<file path="config.mk">
export PLATFORM = sky130hd
export DESIGN_NAME = obl_ram
export DESIGN_NICKNAME = d
export VERILOG_FILES = /design/src/hw/rtl/obl_ram.sv
export SDC_FILE = /design/constraint.sdc
export NUM_CORES = 1
export LEC_CHECK = 0
export BUFFER_PORTS_ARGS = -buffer_cell sky130_fd_sc_hd__buf_2
export CAP_MARGIN = 20
export CORE_MARGIN = 5
export CORE_UTILIZATION = 55
export CTS_BUF_LIST = sky130_fd_sc_hd__clkbuf_8
export CTS_CLUSTER_DIAMETER = 80
export DETAILED_ROUTE_END_ITERATION = 8
export GPL_ROUTABILITY_DRIVEN = 1
export PLACE_DENSITY = 0.73
export SLEW_MARGIN = 10
export SYNTH_ARGS = -nofsm -noshare
export SYNTH_HDL_FRONTEND = slang
export SYNTH_SLANG_ARGS = --single-unit
</file>
<file path="constraint.sdc">
create_clock -name clk_i -period 3.75 [get_ports clk_i]
set_clock_uncertainty 0.15 [all_clocks]
set_input_delay 0.5625 -clock clk_i [delete_from_list [all_inputs] [get_ports clk_i]]
set_output_delay 0.5625 -clock clk_i [all_outputs]
set_load 0.05 [all_outputs]
</file>
<file path="src/hw/rtl/obl_ram.sv">
`timescale 1ns / 1ps
// ----------------------------------------------------------------------------
// obl_ram
// Simple dual-port RAM, one write and one registered read port.
// ----------------------------------------------------------------------------
module obl_ram #(
  parameter int unsigned WIDTH = 8,
  parameter int unsigned DEPTH = 16
) (
  input  logic                     clk_i,
  input  logic                     we_i,
  input  logic [$clog2(DEPTH)-1:0] waddr_i,
  input  logic [WIDTH-1:0]         wdata_i,
  input  logic                     re_i,
  input  logic [$clog2(DEPTH)-1:0] raddr_i,
  output logic [WIDTH-1:0]         rdata_o
);

  logic [WIDTH-1:0] mem_q [DEPTH];
  logic [WIDTH-1:0] rdata_q;

  always_ff @(posedge clk_i) begin
    if (we_i) begin
      mem_q[waddr_i] <= wdata_i;
    end
  end

  // read-before-write on a same-address collision
  always_ff @(posedge clk_i) begin
    if (re_i) begin
      rdata_q <= mem_q[raddr_i];
    end
  end

  assign rdata_o = rdata_q;

endmodule

</file>
# [Word level (Yosys, flattened, before mapping)]
# Memories as Yosys holds them, arrays and structs flattened. A register that Yosys moved wholly into a read port is not among the register bits.
# Cells that the tools add are included.
# Widths: inputs -> output; s select.
[op_classes] n_mux=2
[op_table] operator="$mux 1" count=2
[totals] mem_bits_rw=128 regBits=0 memories=1 inputBits=19
[memory_table] name="mem_q" depth=16 width=8 rd=1 rd_ports_with_merged_regs=1 wr=1 line_no="19" text="logic [WIDTH-1:0] mem_q [DEPTH];"

# [Logic depth before layout (Yosys ltp)]
[logic_depth] ltp_word=2 mapped_depth=5 depth_no_buf=3

# [Least setup slack after synthesis]
# Ideal clock, no wire load.
[synth_timing] kind="input port to flip-flop" startpoint="in waddr_i[2]" endpoint="mem mem_q[0][0], enable pin" setup_ps=383 path_slack_ps=1545 required_time_ps=3217 arrival_ps=1672 path_stages=2 cell_sequence="or3b_2 > nor3_1"
[synth_lines] element="start, declared" line_no="12" text="input logic [$clog2(DEPTH)-1:0] waddr_i,"
[synth_lines] element="end, declared" line_no="19"
# No word-level cell before the write port.

==> results.md <==
- Status: finished clean
- Startpoint Class: input pin
- Post-synth EDFFs: 136
- Critical path class: input pin to register
- DRC violations left: 0
- Postcts setup bufs: 0
- Final Max Slew Viols: 0
- Post-synthesis mux area share: 0.148
- Minimum clock period after layout: between 2 and 2.5 ns
- Num CTS Buffers: 17
- Number of I/O pins: 27
- Share of cells above drive strength 1: 0.267
- Adder-cell share of the synthesized area: 0
- Die X: 107 um
- Resize count post-CTS: 0
- Slew HR: 0.250
- Antenna Violating Nets Remaining: 0
- Hold Crit Class: input pin to register
- Max clock buf depth: 2
- Post-synth top area share: 0.781
- Avg Cell Area, Syn: 22.8 sq um
- Setup TNS: 0 ns
- Yosys synthesis warning count: 0
- Drt pass-1 iters: 7
- Crit end category: register
- Synth cell types: 18
- CP arrival: about 2.2 ns
- Syn_nets: roughly 250
- Area occupied by multi-input gates: around 1100 sq um
- Overflow after GRT: 0
- Hold buffer count at CTS: 0
- Pleak: ~0.0019 uW
- Slowest cell on crit path: mux4_1
- Core Area: approximately 9200 sq um
- WL final: 9.67 mm
- Crit path max fanout: 32
- Vias: 2445
- WL/cell: approximately 24 um
- Most frequent cell after synthesis: edfxtp_1
- Syn Inst Count: 229
- #FFs+latches synth: approximately 140
- Measured slew at the worst slew-check pin: about 1.1 ns
- Vias in the first global route: about 2500
- H-tree depth: 4
- Clock-pin slew on the worst setup and hold paths: 0.07 ns
- Antenna diode count: 0
- Top_reg_cell synth: edfxtp_1
- First-pass GRT wire length: around 15 mm
- Cell taking the most area after synthesis: edfxtp_1
- WP data required: roughly 3.8 ns
- Synth top cells by count: edfxtp_1, mux4_2, a22oi_1, mux4_1, nor2_1
- Final setup vio count: 0
- Cell row count: 35
- IR drop worst, VDD: approximately 270 uV
- Compound-gate portion of the synthesized area: 0.0230
- Clock latency at the later pin of the worst-skew pair: between 0.4 and 0.5 ns
- Unrepaired setup endpoints after global routing: false
- Post-Synth XOR/XNOR Area: 0
- Die Area: 11600 sq um
- Maximum clock rate: between 0.4 and 0.5 GHz
- CTS tree: yes
- CTS Sinks: around 140
- HPWL Detailed: about 6.0 mm
- Final Wtd Congestion: ~0.78
- Largest family of logic cells by synthesized area: multiplexers
- Gr usage total: 0.182
- Largest net degree at the start of global routing: 33
- Nets@finish: 288
- Register area: 4080 sq um
- Filler cells: between 600 and 700
- Final Cycle Share: 0.572
- Critical-path cell list: buf_2 -> buf_4 -> mux4_1 -> a22oi_1 -> nand2_1
- DRT iter0 DRCs: ~220
- IO buf count: 26
- Ranking of synthesized cells by area: edfxtp_1, mux4_2, mux4_1, a22oi_1, nor2_1
- PD cells: around 500 nW/um^2
- Die H: around 110 um
- Simple-Gate Fraction of Synth Area: 0.0314
- Effective utilization at floorplan: 0.566
- Fin. Hold Viols: 0
- Post-synthesis instance area: around 5200 sq um
- Synthesis-to-finish area growth: 10.9%
- Fin cells: between 400 and 500
- Initial antenna violation count: 0
- Async S/R FF share, synth: 0
- Max-cap violations: 0
- Crit-path max cell delay: 0.63 ns
- Sequential share of the synthesized area: 0.781
- CTS root buf: clkbuf_8
- Routed vias/inst: 5.96
- Placed cells: roughly 380
-- worst max-delay path, delay by kind of cell --
kind                   cells  cell delay (ns)
buffers and inverters      2             0.55
multiplexers               1             0.63
AND/OR/NAND/NOR            1             0.08
AO/OA/AOI/OAI              1             0.32
-- metal layers --
metal / wire [um] / share of wire / GRT usage
met5: 0 / 0 / 0
met2: 4700 / 0.49 / 0.272
met4: 80 / 0.0083 / 0.0631
met1: 4120 / 0.43 / 0.266
met3: 765 / 0.079 / 0.0474
-- final timing paths --
path                             startpoint          to  slack [ns]  depth (start not counted)
worst min-delay path                   re_i  rdata_o[3]        0.37                          1
worst max register to register  mem_q[9][4]  rdata_o[4]        2.08                          3
worst max-delay path             raddr_i[0]  rdata_o[4]        1.60                          5
worst min register to register  mem_q[5][2]  rdata_o[2]        0.60                          3
-- power by group --
group | internal [uW] | switching (uW)
sequential | 1710 | 9.10
clock | 499 | 505
combinational | 60.4 | 111
-- area by class of cell --
| type | count | area share |
|---|---|---|
| sequential | 136 | 0.704 |
| tap | 129 | 0.0278 |
| clock buffer | 17 | 0.0403 |
| timing repair buffer | 31 | 0.0289 |
| clock inverter | 14 | 0.0164 |
| multi-input combinational | 83 | 0.182 |
-- metrics by stage --
stage / worst slack [ns] / power (uW) / area (sq um) / utilization / hold slack [ns]
finish: 1.60 / 2900 / 5800 / 0.628 / 0.374
global route: 1.53 / 3000 / 5800 / 0.628 / 0.356
CTS: 1.60 / 2920 / 5800 / 0.628 / 0.356
detailed placement: 1.14 / 1930 / 5470 / 0.592 / 0.583
global placement: 1.14 / 1920 / 5470 / 0.592 / 0.575
floorplan: 1.54 / 1860 / 5230 / - / 0.511
-- cell families after synthesis --
| logic type | Yosys count |
|---|---|
| flip-flops | 136 |
| AND/OR/NAND/NOR | 35 |
| multiplexers | 32 |
| buffers and inverters | 10 |
| AO/OA/AOI/OAI | 16 |
-- cell usage in the layout, fill, tap and decap left out, types with 2 or more instances in the layout --
| cell type | count |
|---|---|
| edfxtp_1 | 136 |
| buf_2 | 26 |
| mux4_2 | 18 |
| clkbuf_8 | 17 |
| a22oi_1 | 16 |
| mux4_1 | 14 |
| nor2_1 | 13 |
| nand2_1 | 9 |
| buf_4 | 5 |
| nor3_1 | 4 |
| clkinv_2 | 4 |
| inv_1 | 3 |
| clkinv_1 | 3 |
| clkinvlp_4 | 3 |
| nand3b_1 | 2 |
| nand2b_1 | 2 |
-- flip-flops by register name (all words and copies together), names as in the netlist --
| register | flops |
|---|---|
| mem_q | 128 |
| rdata_o | 8 |
(Power assumes the default switching activity.)
