File: src/hw/rtl/obl_pkg.sv
`timescale 1ns / 1ps
// ----------------------------------------------------------------------------
// obl_pkg
// Shared constants and types for the order book level change meter.
// ----------------------------------------------------------------------------
package obl_pkg;

  // price levels per side of the book
  localparam int unsigned LEVELS    = 4096;
  localparam int unsigned IDX_W     = $clog2(LEVELS);
  // memory address: side bit over level index
  localparam int unsigned ADDR_W    = IDX_W + 1;
  localparam int unsigned MEM_DEPTH = 1 << ADDR_W;
  // generation tag stored with each level; tag 0 marks an empty level
  localparam int unsigned EPOCH_W   = 8;

  localparam logic [7:0] CMD_CLEAR   = 8'h01;
  localparam logic [7:0] CMD_INS_BID = 8'h02;
  localparam logic [7:0] CMD_INS_ASK = 8'h03;
  localparam logic [7:0] CMD_MOD_BID = 8'h04;
  localparam logic [7:0] CMD_MOD_ASK = 8'h05;
  localparam logic [7:0] CMD_DEL_BID = 8'h06;
  localparam logic [7:0] CMD_DEL_ASK = 8'h07;

  typedef enum logic [1:0] {
    KIND_NONE,
    KIND_CLEAR,
    KIND_SET,
    KIND_DEL
  } kind_e;

  // decoded request, produced at acceptance
  typedef struct packed {
    kind_e            kind;
    logic             is_ask;
    logic             in_win;
    logic [IDX_W-1:0] idx;
  } req_t;

  // one level entry in the book memory
  typedef struct packed {
    logic [EPOCH_W-1:0] epoch;
    logic [31:0]        qty;
  } word_t;

endpackage

File: src/hw/rtl/obl_decode.sv
`timescale 1ns / 1ps
// ----------------------------------------------------------------------------
// obl_decode
// Command decode and price-to-level window mapping.
// ----------------------------------------------------------------------------
module obl_decode (
  input  logic [7:0]    command_i,
  input  logic [31:0]   price_tick_i,
  input  logic [31:0]   base_tick_i,
  output obl_pkg::req_t req_o
);

  logic [32:0] off;

  // 33-bit signed difference, cannot overflow
  assign off = {price_tick_i[31], price_tick_i} - {base_tick_i[31], base_tick_i};

  always_comb begin
    req_o.kind   = obl_pkg::KIND_NONE;
    req_o.is_ask = command_i[0];  // odd codes are the ask side
    req_o.in_win = !off[32] && (off[31:0] < 32'(obl_pkg::LEVELS));
    req_o.idx    = off[obl_pkg::IDX_W-1:0];
    unique case (command_i) inside
      obl_pkg::CMD_CLEAR: begin
        req_o.kind = obl_pkg::KIND_CLEAR;
      end
      obl_pkg::CMD_INS_BID, obl_pkg::CMD_INS_ASK,
      obl_pkg::CMD_MOD_BID, obl_pkg::CMD_MOD_ASK: begin
        req_o.kind = obl_pkg::KIND_SET;
      end
      obl_pkg::CMD_DEL_BID, obl_pkg::CMD_DEL_ASK: begin
        req_o.kind = obl_pkg::KIND_DEL;
      end
      default: begin
        req_o.kind = obl_pkg::KIND_NONE;
      end
    endcase
  end

endmodule

File: config.mk
export PLATFORM = sky130hd
export DESIGN_NAME = obl_decode
export DESIGN_NICKNAME = d
export VERILOG_FILES = /design/src/hw/rtl/obl_pkg.sv /design/src/hw/rtl/obl_decode.sv
export SDC_FILE = /design/constraint.sdc
export NUM_CORES = 1
export LEC_CHECK = 0
export BUFFER_PORTS_ARGS = -buffer_cell sky130_fd_sc_hd__buf_2
export CORE_ASPECT_RATIO = 1.25
export CORE_MARGIN = 2
export CORE_UTILIZATION = 35
export DETAILED_ROUTE_END_ITERATION = 8
export SYNTH_ARGS = -nofsm -noshare
export SYNTH_HDL_FRONTEND = slang
export SYNTH_SLANG_ARGS = --single-unit
File: constraint.sdc
create_clock -name vclk -period 4.67
set_input_delay 0.467 -clock vclk [all_inputs]
set_output_delay 0.467 -clock vclk [all_outputs]
set_load 0.1 [all_outputs]
### Word-level counts from Yosys, hierarchy flattened

Index checks and enable logic that the tools add are counted.

| operators by class | value |
|---|---|
| $lt $le $gt $ge | 1 |
| reductions and logical operators | 4 |
| add/subtract/negate cells | 1 |
| muxes and demuxes | 1 |
| equality and inequality tests | 7 |

Operators with widths:

| cell | count |
|---|---|
| $sub A32 B32 Y33 | 1 |
| $eq A8 B3 Y1 const B | 4 |
| $lt A32 B13 Y1 const B | 1 |
| $eq A8 B2 Y1 const B | 2 |
| $eq A8 B1 Y1 const B | 1 |
| $pmux W2 S3 | 1 |
| $reduce_or A4 Y1 | 1 |
| $reduce_or A2 Y1 | 1 |
| $logic_and A1 B1 Y1 | 1 |
| $logic_not A1 Y1 | 1 |

| word-level totals | value |
|---|---|
| register bits after elaboration | 0 |
| logic and storage cells | 14 |
| input bits | 72 |
| output and inout port bits | 16 |

### Longest topological paths before layout

| depth | value |
|---|---|
| word-level depth | 3 |
| gate-level depth with buffers | 12 |
| depth with buffers taken out | 12 |

### Least setup slack after synthesis

Ideal clock, no wire load.

| timing | value |
|---|---|
| path kind | input port to output port |
| from | input port price_tick_i[0] |
| to | output port req_o[12] (netlist name) |
| stages on the path | 12 |
| arrival time | 4310 ps |
| path slack | -107 ps |
| cells stage by stage | inv_1 ha_1 fa_1 nand2b_1 a21oi_1 o211a_1 a31o_4 o221ai_2 a211oi_1 mux2i_1 o211ai_1 nor4b_2 |

RTL lines:

| item | line | source |
|---|---|---|
| start, declared | obl_decode.sv:8 | `input logic [31:0] price_tick_i,` |
| end, declared | obl_decode.sv:10 | `output obl_pkg::req_t req_o` |

==> impl_metrics.env <==
export IMPL_path_cells="buf_2 -> inv_1 -> ha_1 -> fa_1 -> nand2b_1 -> a21oi_1 -> o211a_1 -> a31o_4 -> o221ai_2 -> a211oi_1 -> mux2i_1 -> o211ai_1 -> nor4b_4 -> buf_2"
export IMPL_crit_path_max_fanout=4
export IMPL_power_switching_uw=355
export IMPL_netlist_instances=314
export IMPL_drt_initial_drc_count=107
export IMPL_io_pins=88
export IMPL_crit_top_cell="buf_2"
export IMPL_internal_power_uw=157
export IMPL_period_needed_ns=4.16
export IMPL_critPathMaxStageDelay_ns=0.46
export IMPL_peakVddDrop_mv=0.254
export IMPL_diodes=0
export IMPL_hp_start="command_i[0]"
export IMPL_holdWs_ns=1.32
export IMPL_dp_slack_ns=0.558
export IMPL_via_per_inst=5.53
export IMPL_grt_max_degree=12
export IMPL_clkbuf_count=0
export IMPL_p_seq_share_pct=0
export IMPL_route_antenna_remaining_nets=0
export IMPL_hold_viol_final=0
export IMPL_setup_worst_path_start="price_tick_i[0]"
export IMPL_die_w_microns=73.6
export IMPL_regArea_sq_um=0
export IMPL_crit_type="input pin to primary output"
export IMPL_grt_pass1_wl_mm=10.4
export IMPL_worstPathArrival_ns=3.70
export IMPL_end_kind="primary output"
export IMPL_yosysUniqueCellTypes=67
export IMPL_fillers=629
export IMPL_fmax_mhz=240
export IMPL_status="finished, final reports clean"
export IMPL_max_slew_margin_pct=68.3
export IMPL_dp_hpwl_mm=5.46
export IMPL_synthTopCellsByArea="ha_1 (19%), a21oi_1 (7.8%), inv_1 (7.6%)"
export IMPL_wire_per_inst_microns=13.6
export IMPL_initial_core_util_pct=36.4
export IMPL_finish_net_count=503
export IMPL_path_delay_family="compound AO/OA/AOI/OAI gates"
export IMPL_syn_area_sq_mm=0.00212
export IMPL_fin_crit_sh_pct=89.2
export IMPL_slowest_stage="buf_2"
export IMPL_routed_top_layer="met4"
export IMPL_gr_total_overflow=0
export IMPL_finalSetupViolations=0
export IMPL_synth_top_area_share_pct=18.9
export IMPL_postSynthAreaPerCell_sq_um=6.75
export IMPL_post_cts_setup_buffer_count=0
export IMPL_die_h_microns=91.0
export IMPL_num_vias=2557
export IMPL_design_seq_count=0
export IMPL_path_depth=14
export IMPL_drc=0
export IMPL_slew_viol_final=0
export IMPL_synthToLayoutAreaGrowth_pct=23.7
export IMPL_ys_warn_count=0
export IMPL_die_area_sq_mm=0.00669
export IMPL_finalSetupTns_ns=0
export IMPL_maxCapViolCount=0
export IMPL_design_area_sq_mm=0.00262
export IMPL_antenna_found_initial=0
export IMPL_critPathLaunchType="input pin"
export IMPL_combPwrFrac_pct=100.0
export IMPL_leakage_nw=1.36
export IMPL_syn_num_nets=419
export IMPL_powerDensity_mw_per_mm2=195
export IMPL_cts_resized_gates=0
export IMPL_drive_gt1_share_pct=26.5
export IMPL_tightestPinTransition_ns=0.470
export IMPL_wl_met3_microns=362
export IMPL_coreArea_sq_mm=0.00582
export IMPL_firstDrtPassIters=4
export IMPL_rsz0062_at_grt="no"
export IMPL_hold_path_class="input pin to primary output"
export IMPL_wl_met2_mm=3.26
export IMPL_rows=31
export IMPL_place_congestion=0.929
export IMPL_power_share_switching_pct=69.4
export IMPL_totalWireLength_mm=6.30
export IMPL_grt_pass1_vias=2403
export IMPL_place_area_sq_mm=0.00262
export IMPL_place_port_buffers=88
export IMPL_drt_met1_wl_mm=2.54
export IMPL_cp_num_buf_inv=3
export IMPL_synth_seq_area_share_pct=0
export IMPL_netlist_top_cell_by_area="ha_1"
export IMPL_fin_ws_ns=0.506
export IMPL_grt_use_total_pct=18.4
export IMPL_worst_ep_required_time_ns=4.20
export IMPL_crit_end="req_o[12]"
export IMPL_postCtsHoldBufs=0
export IMPL_power_frac_clock_pct=0
-- worst min-delay path by stage --
| stage | to | cells past startpoint | slack (ns) |
|---|---|---|---|
| after global placement | req_o[13] | 2 | 1.32 |
| final | req_o[13] | 2 | 1.32 |
| after floorplan | req_o[13] | 1 | 1.15 |
| after CTS | req_o[13] | 2 | 1.32 |
| after detailed placement | req_o[13] | 2 | 1.32 |
| after global routing | req_o[13] | 2 | 1.32 |
-- power by group through the flow --
stage,logic (mW),clock network (mW),registers (mW)
after floorplan,0.402,0,0
after global placement,0.507,0,0
after detailed placement,0.507,0,0
after CTS,0.510,0,0
after global routing,0.552,0,0
final,0.512,0,0
-- cell usage in the layout (no fill, tap or decap), drive strengths merged, types with 2 or more instances in the layout --
cell / n
nand3: 8
nand4: 2
o221ai: 2
o21a: 3
and2: 2
a22oi: 2
a311oi: 3
nor2: 16
o21ai: 17
nor2b: 8
a2111oi: 2
ha: 32
nand3b: 2
xnor2: 15
mux2i: 2
nand2b: 2
and3: 4
and4: 3
or2: 2
xor2: 7
buf: 88
o21bai: 4
o311a: 2
a211oi: 4
or3: 2
nor4: 5
nor4b: 2
a21oi: 35
o211ai: 6
o2111ai: 3
inv: 44
o31ai: 2
nand2: 31
a21o: 8
nor3: 10
-- cell type report --
| class | count | area, sq um | share of cell area [%] |
|---|---|---|---|
| Timing Repair Buffer | 88 | 440 | 16.8 |
| Multi-Input combinational cell | 264 | 1930 | 73.7 |
| Inverter | 44 | 165 | 6.30 |
| Tap cell | 66 | 82.6 | 3.15 |
-- synth_stat cells (all sizes together), types with 3 or more instances --
master,number
o211ai,6
inv,44
o21bai,4
nor3,10
and3,4
nor2,16
a211oi,4
nand2,31
xnor2,15
nor4,5
o2111ai,3
o21a,3
o21ai,17
a21o,8
nor2b,8
nand3,8
buf,4
a21oi,35
xor2,7
ha,32
a311oi,3
and4,3
-- per-layer routing --
metal | track usage (%) | vias to the layer above
met5 | 0 | -
met4 | 3.48 | 0
met3 | 0.777 | 10
met2 | 35.5 | 96
met1 | 21.6 | 1135
li1 | - | 1316
-- metrics by stage --
stage          utilization, %  instances  power (mW)
2_1_floorplan               -        314       0.402
3_3_place_gp             45.1        462       0.507
3_5_place_dp             45.1        462       0.507
4_1_cts                  45.1        462       0.510
5_1_grt                  45.1        462       0.552
6_report                 45.1        462       0.512
-- cell families after synthesis --
kind of cell	after synthesis	share of synthesized area [%]
AOI/OAI and AO/OA	104	34.4
xor gates and xnor gates	22	9.10
adders and majority gates	33	19.8
buffers and inverters	50	9.16
muxes	3	1.65
and+or+nand+nor	102	25.8
No activity file was read; power rests on OpenSTA's default activity.
